===== config.mk =====
export PLATFORM = sky130hd
export DESIGN_NAME = first_fit_capability_assigner_unit_flat
export DESIGN_NICKNAME = d
export VERILOG_FILES = /design/src/rtl/core/ffca_pkg.sv /design/src/rtl/core/ffca_if.sv /design/src/rtl/core/ffca_regs.sv /design/src/rtl/core/first_fit_capability_assigner_unit.sv /design/src/flat_wrapper.sv
export SDC_FILE = /design/constraint.sdc
export NUM_CORES = 1
export LEC_CHECK = 0
export ABC_AREA = 1
export BUFFER_PORTS_ARGS = -buffer_cell sky130_fd_sc_hd__buf_4
export CAP_MARGIN = 0
export CORE_ASPECT_RATIO = 1.2
export CORE_UTILIZATION = 40
export CTS_BUF_LIST = sky130_fd_sc_hd__clkbuf_16
export DETAILED_ROUTE_END_ITERATION = 10
export PLACE_DENSITY = 0.65
export SLEW_MARGIN = 20
export SYNTH_ARGS = -nofsm -noshare
export SYNTH_HDL_FRONTEND = slang
export SYNTH_SLANG_ARGS = --single-unit

===== constraint.sdc =====
create_clock -name clk -period 5.15 [get_ports clk]
set_clock_uncertainty 0.1 [all_clocks]
set_input_delay 1.03 -clock clk [delete_from_list [all_inputs] [get_ports clk]]
set_output_delay 1.03 -clock clk [all_outputs]
set_load 0.02 [all_outputs]

===== src/rtl/core/ffca_pkg.sv =====
// Shared constants and types for the first-fit capability assigner.
// No dependencies; compiled first.
package ffca_pkg;

  localparam int REG_SERVERS  = 5;   // servers that have configuration registers
  localparam int REG_CLUSTERS = 6;   // cluster columns per service time register
  localparam int CAP_W        = 8;   // capability bits per server
  localparam int KIND_W       = 8;   // wanted_mask width
  localparam int TIME_W       = 7;   // service time per cluster
  localparam int TOTAL_W      = 9;   // saturating request total
  localparam int SRV_W        = 3;   // server_number width
  localparam int CL_W         = 3;   // cluster_number width
  localparam int CFG_IDX_W    = 3;
  localparam int CFG_DATA_W   = 42;

  localparam int DEF_NUM_SERVERS        = 5;
  localparam int DEF_NUM_RESOURCE_KINDS = 8;
  localparam int DEF_NUM_CLUSTERS       = 6;

  // Register indexes; service time registers follow the capability register.
  localparam logic [CFG_IDX_W-1:0] CFG_CAPABILITY    = 3'd0;
  localparam logic [CFG_IDX_W-1:0] CFG_SVC_TIME_BASE = 3'd1;

  typedef logic [REG_SERVERS-1:0][CAP_W-1:0] cap_arr_t;
  typedef logic [REG_CLUSTERS-1:0][TIME_W-1:0] svc_row_t;

  // Register contents as seen by the assigner.
  typedef struct packed {
    cap_arr_t                    cap;
    logic [REG_SERVERS-1:0][REG_CLUSTERS*TIME_W-1:0] svc;
  } cfg_view_t;

endpackage


===== src/rtl/core/ffca_if.sv =====
// Valid/ready channels of the first-fit capability assigner: request,
// result and configuration write. Depends on ffca_pkg.
interface ffca_req_if;
  import ffca_pkg::*;
  logic              valid;
  logic              ready;
  logic [CL_W-1:0]   cluster_number;
  logic [KIND_W-1:0] wanted_mask;
  modport source (output valid, cluster_number, wanted_mask, input ready);
  modport sink   (input valid, cluster_number, wanted_mask, output ready);
endinterface

interface ffca_rsp_if;
  import ffca_pkg::*;
  logic               valid;
  logic               ready;
  logic [SRV_W-1:0]   server_number;
  logic               last_of_run;
  logic               unservable;
  logic [TOTAL_W-1:0] cluster_total_time;
  logic [TOTAL_W-1:0] max_total_time;
  modport source (output valid, server_number, last_of_run, unservable,
                  cluster_total_time, max_total_time, input ready);
  modport sink   (input valid, server_number, last_of_run, unservable,
                  cluster_total_time, max_total_time, output ready);
endinterface

interface ffca_cfg_if;
  import ffca_pkg::*;
  logic                  valid;
  logic                  ready;
  logic [CFG_IDX_W-1:0]  index;
  logic [CFG_DATA_W-1:0] data;
  modport source (output valid, index, data, input ready);
  modport sink   (input valid, index, data, output ready);
endinterface


===== src/rtl/core/ffca_regs.sv =====
// Configuration registers: server capabilities and service times.
// Depends on ffca_pkg and ffca_cfg_if.
module ffca_regs #(
  parameter int NUM_SERVERS = ffca_pkg::DEF_NUM_SERVERS
) (
  input  logic                clk,
  input  logic                rst,
  ffca_cfg_if.sink            cfg,
  output ffca_pkg::cfg_view_t view
);
  import ffca_pkg::*;

  cap_arr_t cap;
  logic [REG_SERVERS-1:0][REG_CLUSTERS*TIME_W-1:0] svc;

  assign cfg.ready = 1'b1;

  always_ff @(posedge clk) begin
    if (rst) begin
      cap <= '0;
      svc <= '0;
    end else if (cfg.valid) begin
      if (cfg.index == CFG_CAPABILITY) begin
        cap <= cfg.data[REG_SERVERS*CAP_W-1:0];
      end
      for (int s = 0; s < REG_SERVERS; s++) begin
        if (cfg.index == CFG_IDX_W'(CFG_SVC_TIME_BASE + s)) begin
          svc[s] <= cfg.data;
        end
      end
    end
  end

  // servers past NUM_SERVERS never match
  always_comb begin
    for (int s = 0; s < REG_SERVERS; s++) begin
      view.cap[s] = (s < NUM_SERVERS) ? cap[s] : '0;
    end
    view.svc = svc;
  end

endmodule


===== src/rtl/core/first_fit_capability_assigner_unit.sv =====
// First-fit capability assigner, top level.
// Depends on ffca_pkg, ffca_if (channels) and ffca_regs.
//
// A request (cluster_number, wanted_mask) is walked one resource kind per
// cycle unless a stall holds it, lowest kind first, by a one-hot token.
// For each still-wanted kind the lowest-numbered capable server is picked;
// all wanted kinds it covers are dropped and its service time for the
// cluster is added to a 9-bit saturating total. Each pick yields one result
// word (server counted from one). A kind with no capable server is dropped
// and flags the request as unservable. The last word of a request carries
// last_of_run, the unservable flag and the running maximum of request totals
// since reset; a request with no pick yields a single word with server 0 and
// total 0. One request at a time: the walk visits every kind, a closing
// state sends the last word, and the next request is taken back in idle.
// A pick that must push out the previous word, or the closing word, waits
// while the consumer still holds the result register. Up to five words
// per request. Config writes take effect on the next request and must land
// while idle.
module first_fit_capability_assigner_unit #(
  parameter int NUM_SERVERS        = ffca_pkg::DEF_NUM_SERVERS,
  parameter int NUM_RESOURCE_KINDS = ffca_pkg::DEF_NUM_RESOURCE_KINDS,
  parameter int NUM_CLUSTERS       = ffca_pkg::DEF_NUM_CLUSTERS
) (
  input  logic       clk,
  input  logic       rst,
  ffca_req_if.sink   req,
  ffca_rsp_if.source rsp,
  ffca_cfg_if.sink   cfg
);
  import ffca_pkg::*;

  localparam int K            = NUM_RESOURCE_KINDS;
  localparam int EFF_CLUSTERS = (NUM_CLUSTERS < REG_CLUSTERS) ? NUM_CLUSTERS : REG_CLUSTERS;

  typedef enum logic [2:0] {
    ST_IDLE  = 3'b001,
    ST_SCAN  = 3'b010,
    ST_FINAL = 3'b100
  } state_t;

  state_t state;

  cfg_view_t view;

  // request working set
  logic [K-1:0]                         want;
  logic [K-1:0]                         bit_sel;   // walking kind token
  logic [REG_SERVERS-1:0][TIME_W-1:0]   cl_time;   // cluster column latched at accept
  logic [TOTAL_W-1:0]                   total;
  logic                                 unserv;
  logic                                 pend_valid; // a picked word waits for last flag
  logic [SRV_W-1:0]                     pend_server;
  logic [TOTAL_W-1:0]                   run_max;

  // result register
  logic               out_valid;
  logic [SRV_W-1:0]   out_server;
  logic               out_last;
  logic               out_unserv;
  logic [TOTAL_W-1:0] out_total;
  logic [TOTAL_W-1:0] out_max;

  logic               hit;
  logic               found;
  logic [SRV_W-1:0]   sel;
  logic               out_free;
  logic               stall;
  logic [TOTAL_W:0]   sum;
  logic [TOTAL_W-1:0] total_add;
  logic [TOTAL_W-1:0] final_max;
  logic               cl_ok;

  ffca_regs #(
    .NUM_SERVERS(NUM_SERVERS)
  ) u_regs (
    .clk  (clk),
    .rst  (rst),
    .cfg  (cfg),
    .view (view)
  );

  assign req.ready = (state == ST_IDLE);

  assign rsp.valid              = out_valid;
  assign rsp.server_number      = out_server;
  assign rsp.last_of_run        = out_last;
  assign rsp.unservable         = out_unserv;
  assign rsp.cluster_total_time = out_total;
  assign rsp.max_total_time     = out_max;

  assign out_free = !out_valid || rsp.ready;
  assign hit      = |(want & bit_sel);
  assign cl_ok    = req.cluster_number < CL_W'(EFF_CLUSTERS);

  // lowest capable server for the current kind
  always_comb begin
    found = 1'b0;
    sel   = '0;
    for (int s = REG_SERVERS - 1; s >= 0; s--) begin
      if (|(view.cap[s][K-1:0] & bit_sel)) begin
        found = 1'b1;
        sel   = SRV_W'(s);
      end
    end
  end

  // a new pick must push the pending word out first
  assign stall = hit && found && pend_valid && !out_free;

  assign sum       = {1'b0, total} + (TOTAL_W + 1)'(cl_time[sel]);
  assign total_add = sum[TOTAL_W] ? '1 : sum[TOTAL_W-1:0];
  assign final_max = (total > run_max) ? total : run_max;

  // control
  always_ff @(posedge clk) begin
    if (rst) begin
      state      <= ST_IDLE;
      out_valid  <= 1'b0;
      pend_valid <= 1'b0;
      run_max    <= '0;
    end else begin
      if (out_valid && rsp.ready) begin
        out_valid <= 1'b0;
      end
      case (state)
        ST_IDLE: begin
          if (req.valid) begin
            state      <= ST_SCAN;
            pend_valid <= 1'b0;
          end
        end
        ST_SCAN: begin
          if (!stall) begin
            if (bit_sel[K-1]) begin
              state <= ST_FINAL;
            end
            if (hit && found) begin
              pend_valid <= 1'b1;
              if (pend_valid) begin
                out_valid <= 1'b1;
              end
            end
          end
        end
        ST_FINAL: begin
          if (out_free) begin
            out_valid <= 1'b1;
            run_max   <= final_max;
            state     <= ST_IDLE;
          end
        end
        default: state <= ST_IDLE;
      endcase
    end
  end

  // datapath
  always_ff @(posedge clk) begin
    case (state)
      ST_IDLE: begin
        if (req.valid) begin
          want    <= req.wanted_mask[K-1:0];
          bit_sel <= K'(1);
          total   <= '0;
          unserv  <= 1'b0;
          for (int s = 0; s < REG_SERVERS; s++) begin
            cl_time[s] <= cl_ok ? view.svc[s][req.cluster_number*TIME_W +: TIME_W] : '0;
          end
        end
      end
      ST_SCAN: begin
        if (!stall) begin
          bit_sel <= bit_sel << 1;
          if (hit) begin
            if (found) begin
              want        <= want & ~view.cap[sel][K-1:0];
              total       <= total_add;
              pend_server <= sel + SRV_W'(1);
              if (pend_valid) begin
                out_server <= pend_server;
                out_last   <= 1'b0;
                out_unserv <= 1'b0;
                out_total  <= total;
                out_max    <= '0;
              end
            end else begin
              want   <= want & ~bit_sel;
              unserv <= 1'b1;
            end
          end
        end
      end
      ST_FINAL: begin
        if (out_free) begin
          out_server <= pend_valid ? pend_server : '0;
          out_last   <= 1'b1;
          out_unserv <= unserv;
          out_total  <= total;
          out_max    <= final_max;
        end
      end
      default: ;
    endcase
  end

endmodule


===== src/flat_wrapper.sv =====
// flat-port wrapper written by rule: the top's interface ports become plain ports
module first_fit_capability_assigner_unit_flat import ffca_pkg::*;
#(
  parameter int NUM_SERVERS        = ffca_pkg::DEF_NUM_SERVERS,
  parameter int NUM_RESOURCE_KINDS = ffca_pkg::DEF_NUM_RESOURCE_KINDS,
  parameter int NUM_CLUSTERS       = ffca_pkg::DEF_NUM_CLUSTERS
)
  (clk, rst, req_valid, req_cluster_number, req_wanted_mask, req_ready, rsp_valid, rsp_server_number, rsp_last_of_run, rsp_unservable, rsp_cluster_total_time, rsp_max_total_time, rsp_ready, cfg_valid, cfg_index, cfg_data, cfg_ready);
  ffca_req_if req_i ();
  ffca_rsp_if rsp_i ();
  ffca_cfg_if cfg_i ();
  input  logic clk;
  input  logic rst;
  input wire logic [$bits(req_i.valid)-1:0] req_valid;
  input wire logic [$bits(req_i.cluster_number)-1:0] req_cluster_number;
  input wire logic [$bits(req_i.wanted_mask)-1:0] req_wanted_mask;
  output wire logic [$bits(req_i.ready)-1:0] req_ready;
  output wire logic [$bits(rsp_i.valid)-1:0] rsp_valid;
  output wire logic [$bits(rsp_i.server_number)-1:0] rsp_server_number;
  output wire logic [$bits(rsp_i.last_of_run)-1:0] rsp_last_of_run;
  output wire logic [$bits(rsp_i.unservable)-1:0] rsp_unservable;
  output wire logic [$bits(rsp_i.cluster_total_time)-1:0] rsp_cluster_total_time;
  output wire logic [$bits(rsp_i.max_total_time)-1:0] rsp_max_total_time;
  input wire logic [$bits(rsp_i.ready)-1:0] rsp_ready;
  input wire logic [$bits(cfg_i.valid)-1:0] cfg_valid;
  input wire logic [$bits(cfg_i.index)-1:0] cfg_index;
  input wire logic [$bits(cfg_i.data)-1:0] cfg_data;
  output wire logic [$bits(cfg_i.ready)-1:0] cfg_ready;
  assign req_i.valid = req_valid;
  assign req_i.cluster_number = req_cluster_number;
  assign req_i.wanted_mask = req_wanted_mask;
  assign req_ready = req_i.ready;
  assign rsp_valid = rsp_i.valid;
  assign rsp_server_number = rsp_i.server_number;
  assign rsp_last_of_run = rsp_i.last_of_run;
  assign rsp_unservable = rsp_i.unservable;
  assign rsp_cluster_total_time = rsp_i.cluster_total_time;
  assign rsp_max_total_time = rsp_i.max_total_time;
  assign rsp_i.ready = rsp_ready;
  assign cfg_i.valid = cfg_valid;
  assign cfg_i.index = cfg_index;
  assign cfg_i.data = cfg_data;
  assign cfg_ready = cfg_i.ready;
  first_fit_capability_assigner_unit #(.NUM_SERVERS(NUM_SERVERS), .NUM_RESOURCE_KINDS(NUM_RESOURCE_KINDS), .NUM_CLUSTERS(NUM_CLUSTERS)) u_core (.clk(clk), .rst(rst), .req(req_i), .rsp(rsp_i), .cfg(cfg_i));
endmodule

==> results of run 1 <==
-- layer usage --
metal  track usage [%]  share of wire (%)  up-vias  wire, um
li1                  -                  -     6933         -
met1              31.2                 43     6683     20700
met4              7.75                2.7        0      1310
met5                 0                  0        -         0
met3              2.83                6.2       72      2970
met2              40.1                 48      527     22800
-- worst register-to-register path, stage by stage, from the launching register on --
cell,delay (ns)
edfxtp_1,0.52
nand2_1,0.13
nand2_1,0.06
nor2_1,0.08
nand2_1,0.11
nor2_4,0.29
nand3_2,0.41
nand2_2,0.41
nor2_1,0.10
a211oi_2,0.17
ha_1,0.23
inv_1,0.10
o311ai_0,0.57
nand3_1,0.38
a21oi_1,0.24
-- kinds of logic (layout without fill, tap and decap cells) --
group / after synthesis / in the layout / share of synthesized area, %
AO/OA/AOI/OAI: 614 / 614 / 20.9
buffers and inverters: 315 / 350 / 7.98
other: 1 / 1 / 0.0236
XOR/XNOR: 7 / 7 / 0.386
flip-flops: 351 / 351 / 49.7
adder cells (fa/ha/maj): 18 / 18 / 1.46
AND/OR/NAND/NOR: 800 / 800 / 19.6
-- registers in the layout, indices dropped and copies added, names as in the netlist --
signal / cells
u_core.bit_sel: 8
u_core.cl_time: 35
u_core.pend_server: 3
u_core.pend_valid: 1
u_core.rsp.cluster_total_time: 9
u_core.rsp.last_of_run: 1
u_core.rsp.max_total_time: 9
u_core.rsp.server_number: 3
u_core.rsp.unservable: 1
u_core.rsp.valid: 1
u_core.run_max: 9
u_core.state: 3
u_core.total: 9
u_core.u_regs.view: 250
u_core.unserv: 1
u_core.want: 8
-- path summary, 6_finish.rpt --
kind	startpoint	end	slack, ns	depth (start not counted)
min	u_core.u_regs.view[100]	u_core.u_regs.view[100]	0.34	2
max	u_core.bit_sel[2]	u_core.total[6]	1.11	14
max reg2reg	u_core.bit_sel[2]	u_core.total[6]	1.11	14
min reg2reg	u_core.u_regs.view[100]	u_core.u_regs.view[100]	0.34	2
-- stage by stage --
| step | power, uW | utilization, % |
|---|---|---|
| 6_report | 7280 | 46.3 |
| 2_1_floorplan | 4230 | - |
| 3_5_place_dp | 4630 | 43.1 |
| 5_1_grt | 7630 | 46.3 |
| 4_1_cts | 7320 | 46.3 |
| 3_3_place_gp | 4600 | 43.1 |
-- cell usage after synthesis (all sizes together) --
master / number
nor2: 474
o21ai: 364
nand2: 286
dfxtp: 264
a21oi: 179
inv: 169
clkbuf: 113
edfxtp: 87
nand3: 29
buf: 28
o211ai: 20
ha: 17
o41ai: 17
o32ai: 12
a211oi: 10
nor3: 7
clkinv: 5
xor2: 4
a21boi: 3
o22ai: 3
xnor2: 3
a22o: 2
and2: 2
nand4: 2
o21a: 2
a31oi: 1
conb: 1
fa: 1
o311ai: 1
-- power by group --
group	internal [uW]	switching, uW
sequential	3070	152
clock	1550	1160
combinational	434	931
-- area by class of cell --
class	instances	area (um^2)	share of cell area (%)
Sequential cell	351	7900	43.8
Multi-Input combinational cell	1440	6740	37.4
Clock buffer	39	976	5.42
Timing Repair Buffer	108	811	4.50
Inverter	174	658	3.65
Tap cell	526	658	3.65
Clock inverter	29	272	1.51
-- cell usage in the layout, fill, tap and decap left out, types with 6 or more instances in the layout --
cell	netlist	final
nor2_1	469	466
o21ai_0	361	361
nand2_1	283	283
dfxtp_1	264	264
a21oi_1	179	179
inv_1	164	169
buf_4	3	108
edfxtp_1	87	87
clkbuf_16	0	39
nand3_1	27	26
o211ai_1	19	19
o41ai_1	17	17
ha_1	17	17
o32ai_1	12	12
clkinv_1	5	10
nor2_2	3	6
a211oi_2	6	6
==> impl_results.md, run 1 <==
* Area Growth Syn to Fin at 13.4%
* Actual slew at the worst max-slew pin at 1.01 ns
* FP Rows at 79
* Synthesized area at 15,900 um^2
* Buffers & Inverters on Critical Path at 1
* Leakage power at 0.00751 uW
* Initial antenna violation count at 0
* CP Cell Sequence: nand2_1 > nand2_1 > nor2_1 > nand2_1 > nor2_4 > nand3_2 > nand2_2 > nor2_1 > a211oi_2 > ha_1 > inv_1 > o311ai_0 > nand3_1 > a21oi_1
* Top delay family on crit path: simple AND/OR/NAND/NOR gates
* Diodes inserted at 0
* Clk sinks at 351
* Global Route Usage Sum at between 20% and 30%
* Max_cap viols at 0
* Design area at 18,000 um^2
* Mapped Cells at between 2,000 and 2,500
* Synth area leader: dfxtp_1
* Worst setup path class: reg -> reg
* Avg Vias per Cell at roughly 5.3
* ANT nets after route at 0
* Worst-skew pair later-pin latency at 0.55 ns
* Share of cells above drive strength 1 at 9.11%
* Mapped Avg Cell Area at 7.55 um^2
* Final min period at 4.04 ns
* CP Capture Type: flip-flop
* TritonCTS buffer count at 38
* CTS Hold Buffers Added at 0
* RSZ-0062 raised after global routing: false
* Placed cells at 2,599
* DP Worst Slack at roughly 1.1 ns
* DRC violations left at 0
* Reg clk slew, reported paths at 0.06 ns
* Final Wtd Congestion at about 0.9
* Setup_tns at 0 ns
* Post-synthesis net count at 2,185
* Vias at 14,200
* I/O pin count at a little under 90
* Core area at roughly 39,000 um^2
* Slowest cell delay on critical path at 0.57 ns
* Postcts setup bufs at 0
* Worst path most repeated cell: nand2_1
* Number of fill cells at around 4,000
* Final wirelength at 47,800 um
* Final Hold Viols at 0
* Maximum vdd drop at ~210 uV
* Hpwl dp at between 30,000 and 40,000 um
* Pwr dens at about 400 nW/um^2
* Vias in the first global route at 13,000
* Starting density of the core at 40.8%
* Nets at 2,192
* CP Launch Type: flip-flop
* Synth top area share at between 30% and 40%
* Die area at 40,500 um^2
* Count of warnings emitted by yosys at 0
* Run status: completed
* Final worst slack at 1.11 ns
* Fin cells at 2,667
* Die height at 220 um
* Fin. max-slew vios at 0
* Largest net degree at the start of global routing at 100
* Slew HR at about a third
* Seq/Total Area, Yosys at 49.7%
* CP max-delay cell: o311ai_0
* Setup Viol. Count Final at 0
* Yosys reg bits at 351
* CTS max path bufs at 3
* Max H-tree Level at 2
* CTS tree: done
* Crit path DAT at between 4 and 5 ns
* Clk root buf: clkbuf_16
* Drt wl/cell at 17.9 um
* Grt ovf at 0
* Worst endpoint required time at 5.44 ns
* Drt first-iter violations at 1,323
* First-pass GRT wire length at 74,100 um
* Max FO, Critical Path at 16
* Top cells by area, synth: dfxtp_1, edfxtp_1, o21ai_0
* Port bufs at 85
* Synth cell types at 42
* Hold Crit Class: reg -> reg
* TritonRoute pass-1 iters at 5
* Tcrit/Tclk final at 78.4%
* Fmax at 248 MHz
* Cts repair resizes at 0
* Placed inst area at approximately 17,000 um^2
* Die Wd at 184 um
* Hold_ws at 0.340 ns
Note: power is estimated with default switching activity, not from simulation.
==> run 2, diff against run 1 <==
==> constraint.sdc (replaced) <==
create_clock -name clk -period 3.8 [get_ports clk]
set_clock_uncertainty 0.1 [all_clocks]
set_input_delay 0.76 -clock clk [delete_from_list [all_inputs] [get_ports clk]]
set_output_delay 0.76 -clock clk [all_outputs]
set_load 0.02 [all_outputs]
==> impl_results.md, run 2 (synthesis gave the netlist of run 1 again) <==
* Actual slew at the worst max-slew pin at approximately 0.8 ns
* Initial antenna violation count at 1
* Clk sinks at between 300 and 400
* Clk root buf: clkbuf_16
* Area Growth Syn to Fin at 14.2%
* Pwr dens at between 500 and 600 nW/um^2
* CP Launch Type: flip-flop
* Reg2reg setup slack at 0.26 ns
* Maximum vdd drop at roughly 390 uV
* Worst-skew pair later-pin latency at 0.55 ns
* Most common cell after layout, fill and taps aside: nor2_1
* Largest register FFs at 250
* First-pass GRT wire length at approximately 73,000 um
* Critical Path Source: u_core.bit_sel[3]
* Number of fill cells at 3,915
* Global Route Usage Sum at 23.4%
* I/O pin count at 87
* Final Wtd Congestion at between 0.8 and 0.9
* Vias at 14,100
* DRC violations left at 0
* Drt wl/cell at 17.6 um
* Hold Crit Endpoint: u_core.u_regs.view[88]
* Slew HR at 46.5%
* Path depth of the worst reg2reg path at 21
* Setup_tns at 0 ns
* CTS max path bufs at 3
* Avg Vias per Cell at 5.25
* Final worst slack at 0.263 ns
* Nets at 2,207
* Max FO, Critical Path at 14
* Die Wd at between 150 and 200 um
* Register Area at between 7000 and 8000 um^2
* Max H-tree Level at 2
* Worst hold stages at 2
* Hpwl dp at 31,200 um
* Area occupied by multi-input gates at just under 7000 um^2
* Core area at 38,900 um^2
* TritonCTS buffer count at 38
* Drt first-iter violations at 1,271
* Run status: completed
* Starting density of the core at between 40 and 50%
* CP Capture Type: flip-flop
* Largest net degree at the start of global routing at ~120
* Most frequent cells in the layout: nor2_1, o21ai_0, nand2_1, dfxtp_1, a21oi_1
* Die area at 40,500 um^2
* Vias in the first global route at approximately 13,000
* ANT nets after route at 0
* Fin. max-slew vios at 0
* FP Rows at 79
* Worst r2r dst: u_core.total[6]
* Hold Startpoint: u_core.u_regs.view[88]
* Worst endpoint required time at 3.98 ns
* Worst setup path class: reg -> reg
* Grt ovf at 0
* Reg clk slew, reported paths at 0.06 ns
* Share of cells above drive strength 1 at under 10%
* DP Worst Slack at 0.0677 ns
* Crit Reg-Reg Startpoint: u_core.bit_sel[3]
* Final min period at 3.54 ns
* Fmax at about 280 MHz
* TritonRoute pass-1 iters at 7
* CTS tree: done
* Leakage power at 0.00761 uW
* Port bufs at 85
* Final wirelength at ~47,000 um
* Crit path DAT at around 3.7 ns
* Max_cap viols at 0
* Tcrit/Tclk final at about 93%
* Final Hold Viols at 0
* Setup Viol. Count Final at 0
* Die height at 220 um
* Hold Crit Class: reg -> reg
## run 2: cell count changes in the layout (fill, tap and decap cells not counted), sizes merged
cell and delta:
buf +15, bufinv -1, clkinvlp -1, clkinv -1, inv +5, diode +1
## run 2: worst max-delay path by stage
stage / to / slack (ns) / cells after the start
after CTS: u_core.total[6] / 0.06 / 14
after global placement: u_core.total[6] / 0.21 / 14
final: u_core.total[6] / 0.26 / 21
after detailed placement: u_core.total[6] / 0.07 / 14
after global routing: u_core.total[6] / -0.006 / 21
after floorplan: u_core.total[5] / 0.61 / 20
## run 2: cell type report
cell class                 count  area share [%]
sequential                   351            43.5
multi-input combinational   1440            37.2
timing repair buffer         123            5.50
clock buffer                  39            5.38
inverter                     174            3.63
tap                          526            3.63
clock inverter                31            1.17
antenna                        1          0.0138
## run 2: report_power, final
group | total [uW] | internal [uW] | switching, uW
Clock | 3550 | 2010 | 1530
Combinational | 1930 | 650 | 1280
Sequential | 4360 | 4150 | 202
Total | 9840 | 6820 | 3020
## run 2: metrics by stage
step / instance area [um^2] / total power [uW] / utilization (%) / instances / hold slack, ns
after floorplan: 15900 / 5740 / - / 2106 / 0.320
after global placement: 16900 / 6270 / 43.3 / 2604 / 0.327
after detailed placement: 16900 / 6310 / 43.3 / 2604 / 0.332
after CTS: 18100 / 9850 / 46.4 / 2674 / 0.341
after global routing: 18200 / 10300 / 46.6 / 2685 / 0.361
final: 18200 / 9840 / 46.6 / 2685 / 0.342
## run 2: per-layer routing
layer	global-route usage (%)	part of all wire (%)	wire (um)	vias up
li1	-	-	-	6973
met4	11.4	4.4	2060	0
met3	3.65	6.0	2840	112
met2	38.1	46	21800	481
met1	30.3	44	20600	6526
met5	0	0	0	-
## run 2: what timing repair did
action	in CTS	in global routing
endpoints found under the setup margin	0	8
setup buffers	0	10
hold buffers	0	0
resized for setup	0	3
## run 2: worst max-delay path, cell delays in order (launching register included)
cell	delay (ns)
edfxtp_1	0.51
nand2_1	0.12
nand2_1	0.05
nor2_1	0.13
nand2_1	0.12
nor2_4	0.18
inv_4	0.08
nand2_2	0.12
inv_2	0.13
nand2_1	0.08
nand2_1	0.05
nor2_1	0.10
a211oi_2	0.06
ha_1	0.24
fa_1	0.44
nand3_1	0.11
nand2_1	0.10
a21oi_1	0.14
nor2_1	0.05
nor2_1	0.10
xor2_1	0.16
a21oi_1	0.08
